**config.mk**
```make
export PLATFORM = sky130hd
export DESIGN_NAME = command_frame_parser
export DESIGN_NICKNAME = d
export VERILOG_FILES = /design/src/cfp_pkg.sv /design/src/command_frame_parser.sv /design/src/cfp_decode.sv
export SDC_FILE = /design/constraint.sdc
export NUM_CORES = 1
export LEC_CHECK = 0
export ABC_AREA = 1
export BUFFER_PORTS_ARGS = -buffer_cell sky130_fd_sc_hd__buf_2
export CELL_PAD_IN_SITES_DETAIL_PLACEMENT = 1
export CELL_PAD_IN_SITES_GLOBAL_PLACEMENT = 2
export CORE_MARGIN = 3
export CORE_UTILIZATION = 35
export DETAILED_ROUTE_END_ITERATION = 7
export PLACE_DENSITY = 0.83
export SETUP_SLACK_MARGIN = 0.3
export SYNTH_ARGS = -nofsm -noshare
export SYNTH_HDL_FRONTEND = slang
export SYNTH_SLANG_ARGS = --single-unit
```
**constraint.sdc**
```tcl
create_clock -name clk -period 6.1 [get_ports clk]
set_input_delay 0.61 -clock clk [delete_from_list [all_inputs] [get_ports clk]]
set_output_delay 0.61 -clock clk [all_outputs]
set_load 0.02 [all_outputs]
```
**src/cfp_pkg.sv**
```systemverilog
// ----------------------------------------------------------------------------
// cfp_pkg
// Shared types and constants for the command frame parser.
// ----------------------------------------------------------------------------
package cfp_pkg;

	// bytes kept per frame; the opening byte is entry 0
	localparam int FRAME_BYTES = 12;
	localparam int IDX_W       = $clog2(FRAME_BYTES);
	// count runs up to FRAME_BYTES+1 for an overlong frame
	localparam int COUNT_W     = $clog2(FRAME_BYTES + 2);

	localparam logic [7:0] BYTE_OPEN  = 8'h01;
	localparam logic [7:0] BYTE_CLOSE = 8'hFE;

	typedef enum logic [1:0] {
		CMD_SET_TIME = 2'd0,
		CMD_TEMP_REF = 2'd1,
		CMD_REQ_MEAS = 2'd2,
		CMD_ERASE    = 2'd3
	} cmd_t;

	// stored bytes the decoder looks at, with the frame length
	typedef struct packed {
		logic [7:0]         cmd_byte;
		logic [COUNT_W-1:0] len;
		logic [7:0]         b3;
		logic [7:0]         b4;
		logic [7:0]         b5;
		logic [7:0]         b6;
		logic [7:0]         b7;
		logic [7:0]         b9;
		logic [7:0]         b10;
	} frame_view_t;

	typedef struct packed {
		logic        frame_ok;
		cmd_t        command;
		logic [15:0] hour;
		logic [15:0] minute;
		logic [15:0] second;
		logic [15:0] temp_tenths;
	} frame_result_t;

endpackage

```
**src/command_frame_parser.sv**
```systemverilog
// ----------------------------------------------------------------------------
// command_frame_parser
// Assembles command frames from a received byte stream and decodes them.
// ----------------------------------------------------------------------------
// Usage:
//   rx channel (rx_valid/rx_ready/rx_byte) takes one received byte per
//   transaction. 0x01 opens a frame, 0xFE closes it. Each closing byte in
//   an open frame gives one transaction on the result channel
//   (res_valid/res_ready) carrying frame_ok, command and the decoded time or
//   temperature fields; all other bytes give none.
//   Throughput: one byte per cycle, sustained while rx_ready stays high (see
//   Stall). A closing byte passes the input register, then frame state
//   update and decode into the result register.
//   Stall: while a result waits on res_ready, the input register still
//   advances over bytes that close no frame; a second closing byte holds in
//   the input register and rx_ready drops until the waiting result is taken.
//   Reset: no frame open, byte count zero, both channels empty. The frame
//   buffer is not cleared; fields are only decoded from bytes the current
//   frame wrote.
// ----------------------------------------------------------------------------
module command_frame_parser (
	input  logic               clk,
	input  logic               arst_n,
	input  logic               rx_valid,
	output logic               rx_ready,
	input  logic [7:0]         rx_byte,
	output logic               res_valid,
	input  logic               res_ready,
	output logic               frame_ok,
	output logic [1:0]         command,
	output logic [15:0]        hour,
	output logic [15:0]        minute,
	output logic [15:0]        second,
	output logic signed [15:0] temp_tenths
);
	import cfp_pkg::*;

	logic                valid_s1;
	logic [7:0]          byte_s1;
	logic                in_frame_q;
	logic [COUNT_W-1:0]  count_q;
	logic [7:0]          store_q [FRAME_BYTES];
	logic                res_valid_q;
	frame_result_t       result_s2;

	logic                active;
	logic                close_hit;
	logic                room;
	logic                wr_en;
	logic [IDX_W-1:0]    wr_idx;
	logic [COUNT_W-1:0]  count_next;
	logic                s1_fire;
	logic [7:0]          view_byte [FRAME_BYTES];
	frame_view_t         view;
	frame_result_t       dec_result;

	// input register
	assign rx_ready = !valid_s1 || s1_fire;

	always_ff @(posedge clk or negedge arst_n) begin
		if (!arst_n) begin
			valid_s1 <= 1'b0;
		end else if (rx_ready) begin
			valid_s1 <= rx_valid;
		end
	end

	always_ff @(posedge clk) begin
		if (rx_valid && rx_ready) begin
			byte_s1 <= rx_byte;
		end
	end

	// frame tracking
	always_comb begin
		active     = valid_s1 && (in_frame_q || byte_s1 == BYTE_OPEN);
		close_hit  = active && byte_s1 == BYTE_CLOSE;
		room       = count_q < COUNT_W'(FRAME_BYTES);
		wr_en      = active && room;
		wr_idx     = count_q[IDX_W-1:0];
		count_next = room ? count_q + COUNT_W'(1) : COUNT_W'(FRAME_BYTES + 1);
		// hold a closing byte while the previous result is still waiting
		s1_fire    = valid_s1 && (!close_hit || !res_valid_q || res_ready);
	end

	always_ff @(posedge clk or negedge arst_n) begin
		if (!arst_n) begin
			in_frame_q <= 1'b0;
			count_q    <= '0;
		end else if (s1_fire && active) begin
			if (close_hit) begin
				in_frame_q <= 1'b0;
				count_q    <= '0;
			end else begin
				in_frame_q <= 1'b1;
				count_q    <= count_next;
			end
		end
	end

	always_ff @(posedge clk) begin
		if (s1_fire && wr_en) begin
			store_q[wr_idx] <= byte_s1;
		end
	end

	// buffer as it stands once this byte is written
	always_comb begin
		for (int i = 0; i < FRAME_BYTES; i++) begin
			view_byte[i] = (wr_en && wr_idx == IDX_W'(i)) ? byte_s1 : store_q[i];
		end
		view.cmd_byte = view_byte[1];
		view.len      = count_next;
		view.b3       = view_byte[3];
		view.b4       = view_byte[4];
		view.b5       = view_byte[5];
		view.b6       = view_byte[6];
		view.b7       = view_byte[7];
		view.b9       = view_byte[9];
		view.b10      = view_byte[10];
	end

	cfp_decode u_decode (
		.view   (view),
		.result (dec_result)
	);

	// result register
	always_ff @(posedge clk or negedge arst_n) begin
		if (!arst_n) begin
			res_valid_q <= 1'b0;
		end else if (s1_fire && close_hit) begin
			res_valid_q <= 1'b1;
		end else if (res_ready) begin
			res_valid_q <= 1'b0;
		end
	end

	always_ff @(posedge clk) begin
		if (s1_fire && close_hit) begin
			result_s2 <= dec_result;
		end
	end

	assign res_valid   = res_valid_q;
	assign frame_ok    = result_s2.frame_ok;
	assign command     = result_s2.command;
	assign hour        = result_s2.hour;
	assign minute      = result_s2.minute;
	assign second      = result_s2.second;
	assign temp_tenths = $signed(result_s2.temp_tenths);

	a_count_range: assert property (@(posedge clk) disable iff (!arst_n)
		count_q <= COUNT_W'(FRAME_BYTES + 1))
		else $error("byte count beyond saturation value");

	a_idle_count: assert property (@(posedge clk) disable iff (!arst_n)
		!in_frame_q |-> count_q == '0)
		else $error("byte count nonzero outside a frame");

	a_close_result: assert property (@(posedge clk) disable iff (!arst_n)
		s1_fire && close_hit |=> res_valid)
		else $error("closing byte did not produce a result");

	a_bad_frame_zero: assert property (@(posedge clk) disable iff (!arst_n)
		res_valid && !frame_ok |-> command == CMD_SET_TIME && hour == 16'h0000 &&
			minute == 16'h0000 && second == 16'h0000 && temp_tenths == 16'sh0000)
		else $error("invalid frame carries nonzero fields");

	a_time_fields: assert property (@(posedge clk) disable iff (!arst_n)
		res_valid && command != CMD_SET_TIME |->
			hour == 16'h0000 && minute == 16'h0000 && second == 16'h0000)
		else $error("time fields set for a non-time command");

endmodule

```
**src/cfp_decode.sv**
```systemverilog
// ----------------------------------------------------------------------------
// cfp_decode
// Checks command against frame length and converts the ASCII digit fields.
// ----------------------------------------------------------------------------
module cfp_decode (
	input  cfp_pkg::frame_view_t   view,
	output cfp_pkg::frame_result_t result
);
	import cfp_pkg::*;

	localparam logic [7:0] CODE_SET_TIME = 8'h20;
	localparam logic [7:0] CODE_TEMP_REF = 8'h25;
	localparam logic [7:0] CODE_REQ_MEAS = 8'h55;
	localparam logic [7:0] CODE_ERASE    = 8'h60;

	localparam logic [COUNT_W-1:0] LEN_SET_TIME = COUNT_W'(12);
	localparam logic [COUNT_W-1:0] LEN_TEMP_REF = COUNT_W'(8);
	localparam logic [COUNT_W-1:0] LEN_SHORT    = COUNT_W'(4);

	localparam logic [7:0] ASCII_ZERO = 8'h30;
	localparam logic [7:0] ASCII_DOT  = 8'h2E;

	// tens*10+units, wrapping modulo 2^16
	function automatic logic [15:0] digit_pair(input logic [7:0] tens,
	                                           input logic [7:0] units);
		logic [15:0] t;
		logic [15:0] u;
		t = {8'h00, tens} - {8'h00, ASCII_ZERO};
		u = {8'h00, units} - {8'h00, ASCII_ZERO};
		return (t << 3) + (t << 1) + u;
	endfunction

	logic [15:0] temp_int;
	logic [15:0] temp_frac;
	logic [15:0] temp_val;

	always_comb begin
		temp_int  = digit_pair(view.b3, view.b4);
		temp_frac = (view.b5 == ASCII_DOT) ?
			({8'h00, view.b6} - {8'h00, ASCII_ZERO}) : 16'h0000;
		temp_val  = (temp_int << 3) + (temp_int << 1) + temp_frac;
	end

	always_comb begin
		result = '0;
		result.command = CMD_SET_TIME;
		unique case (view.cmd_byte)
			CODE_SET_TIME: begin
				if (view.len == LEN_SET_TIME) begin
					result.frame_ok = 1'b1;
					result.command  = CMD_SET_TIME;
					result.hour     = digit_pair(view.b3, view.b4);
					result.minute   = digit_pair(view.b6, view.b7);
					result.second   = digit_pair(view.b9, view.b10);
				end
			end
			CODE_TEMP_REF: begin
				if (view.len == LEN_TEMP_REF) begin
					result.frame_ok    = 1'b1;
					result.command     = CMD_TEMP_REF;
					result.temp_tenths = temp_val;
				end
			end
			CODE_REQ_MEAS: begin
				if (view.len == LEN_SHORT) begin
					result.frame_ok = 1'b1;
					result.command  = CMD_REQ_MEAS;
				end
			end
			CODE_ERASE: begin
				if (view.len == LEN_SHORT) begin
					result.frame_ok = 1'b1;
					result.command  = CMD_ERASE;
				end
			end
			default: begin
				result.frame_ok = 1'b0;
			end
		endcase
	end

endmodule

```
==> reports/metrics.cfg <==
[routing]
met3_length_um=871
wire_per_inst_um=17.40
wl_um=25770
drc_errors=0
wl_met1_um=11410
drt_iter0_drc=421
drt-vias-per-instance=4.961
drt_first_pass_iters=4
dr_wl_met2_um=13030
dr_total_vias=7347
top_layer=met4
final_antenna_net_count=0

[yosys]
yosysMostFrequentCell=nand2_1
yosysTopAreaCellShare_pct=44.11
syn_inst=1005
synth_nets=1124
async_flop_share_pct=4.795
ys_types=37
yosys.area.top_type=edfxtp_1
synthFlopType=edfxtp_1
yosysSeqAreaShare_pct=45.96
ys_warn_count=0
synthTopCellsByArea=edfxtp_1 (44%), ha_1 (9.1%), fa_1 (8.0%)
syn_avg_cell_area_um2=9.416
netlist_area_um2=9463
synth-seq-cells=146
synth_edf_count=139
synth.top_cells.by_count=nand2_1 (195), inv_1 (155), edfxtp_1 (139)

[min_path]
hold_class=input pin to flip-flop

[timing]
period_share_pct=91.03
fin_crit_ns=5.553
max_freq_mhz=180.1
clock_skew_ns=0.01482
setup_violations=0
rsz0062_at_grt=yes
tightest_slew_ns=0.9043
setup_tns_ns=0
slew_viol_final=0
slew_headroom_pct=39.08
hold_viol=0

[power_and_ir_drop]
p_per_area_nw_per_um2=534.1
switching_share_pct=46.00
peakVddDrop_mv=0.3249
total_power_w=0.006151
seqPwrFrac_pct=18.9
combPwrFrac_pct=63.0
internal-power_w=0.003321
pwr-share-clk_pct=18.2
switchingPower_w=0.002830
p_leak_nw=5.186

[clocking]
htreeDepth=4
cts.clk_slew.worst_paths_ns=0.07
cts_buffer_depth=2
cts_made_buffers=17
numClockSinks=146
tritoncts=yes
ctsRootBufferMaster=clkbuf_16
clock_latency_ns=0.44

[setup_path]
worst-path-stages=31
startpoint=byte_s1[6]
path_max_fanout=8
reg2regPathDepth=31
arrival_ns=5.74
crit_end=temp_tenths[14]
slowest_stage=fa_1
start_kind=flip-flop
path_common_cell=nand2_1
path_delay_family=adder cells
criticalPathCategory=flip-flop to flip-flop
reg2reg_from=byte_s1[6]
cp.required_ns=6.29
reg2reg_slack_ns=0.55
critical_path_buf_inv_count=4
r2r-end=temp_tenths[14]
crit_path_max_incr_delay_ns=0.61
endpoint_kind=flip-flop

[floorplanning]
io_pins=81
die_w_um=170.4
core-area_um2=26280
start_util_pct=36.01
std_cell_rows=59
die_h_um=170.4
die_area_um2=29050

[global_routing]
track_usage_pct=17.60
grt_max_degree=62
grt_pass1_wl_um=39930
globalRouteOverflowTotal=0
grt_pass1_vias=7684
antenna_found_initial=0

[placement]
dp_hpwl_um=18340
port-buffer-count=80
gp_congestion=0.8416

[cells_and_area]
area_delta_synth_final_pct=21.71
finalNetCount=1252
n_antenna_cell=0
drive_gt1_share_pct=20.77
nFillCells=3010

[flow_run]
cap_violations=0

[outcome]
outcome=finished clean

[power by group through the flow]
stage	logic (W)	clock network [W]	registers, W
after global placement	0.00317	0	0.00118
after global routing	0.00440	0.00118	0.00116
final	0.00387	0.00112	0.00116
after floorplan	0.00254	0	0.00118
after CTS	0.00328	0.00114	0.00116
after detailed placement	0.00322	0	0.00118
[cells by family (layout without fill, tap and decap cells)]
logic type / after synthesis / count (layout) / share of synthesized area (%)
buf+inv: 173 / 314 / 7.100
xor+xnor: 34 / 34 / 3.147
flops: 146 / 146 / 45.96
fa+ha+maj: 107 / 107 / 17.16
simple gates: 412 / 412 / 19.15
compound gates: 133 / 133 / 7.484
[metrics by stage]
step | util, % | cell area (µm²) | instances | setup slack [ns] | hold WS [ns]
6_report | 43.82 | 11520 | 1481 | 0.5471 | 0.3484
3_3_place_gp | 39.67 | 10430 | 1434 | 0.3679 | 0.4522
4_1_cts | 42.11 | 11070 | 1467 | 0.3033 | 0.3360
5_1_grt | 43.82 | 11520 | 1481 | 0.2041 | 0.3352
2_1_floorplan | - | 9463 | 1005 | 0.3350 | 0.3144
3_5_place_dp | 39.67 | 10430 | 1434 | 0.2047 | 0.4536
[registers in the layout (all words and copies together) (netlist names)]
signal,cells
byte_s1,8
command,2
count_q,4
frame_ok,1
hour,16
in_frame_q,1
minute,16
res_valid,1
second,16
store_q,64
temp_tenths,16
valid_s1,1
[routing by layer]
layer  vias up  global-route usage, %
met1      3606                  22.62
met2       129                  30.60
met5         -                      0
met3        29                  2.462
met4         0                  5.855
li1       3583                      -
[cell usage in the layout (no fill, tap or decap), types with 7 or more instances in the layout]
master and count:
inv_1 151, dfrtp_1 7, a21oi_1 51, buf_2 80, ha_4 10, a21oi_2 9
nand3_1 36, xor2_1 20, inv_2 7, clkbuf_16 18, o21ai_1 7, nand2_1 190
fa_1 38, nand4_1 19, nor2_1 114, edfxtp_1 139, o21ai_0 43, ha_1 56
nor3_1 8, buf_4 40
[what timing repair did]
item	in CTS	in global routing
gates resized for setup	7	71
setup endpoints to repair	2	7
setup buffers	0	13
pin swaps	1	14
hold endpoints to repair	7	0
gates cloned	0	1
hold buffers	1	0
[worst min path at each step]
stage	startpoint	to	slack, ns	depth (start not counted)
floorplan	arst_n	count_q[0]	0.31	0
global placement	arst_n	res_valid	0.45	1
detailed placement	arst_n	res_valid	0.45	1
CTS	rx_byte[3]	byte_s1[3]	0.34	1
global route	rx_byte[0]	byte_s1[0]	0.34	1
finish	rx_byte[1]	byte_s1[1]	0.35	1
[final cells by class]
class                   instances  area [µm²]  area share (%)
clock inverters                15       183.9           1.597
inverters                     159       599.3           5.204
clock buffers                  17       425.4           3.694
multi-input cells             686        4790           41.59
well taps                     335       419.2           3.639
repair buffers                123       750.7           6.518
flip-flops and latches        146        4349           37.76
Note: power is estimated with default switching activity, not from simulation.
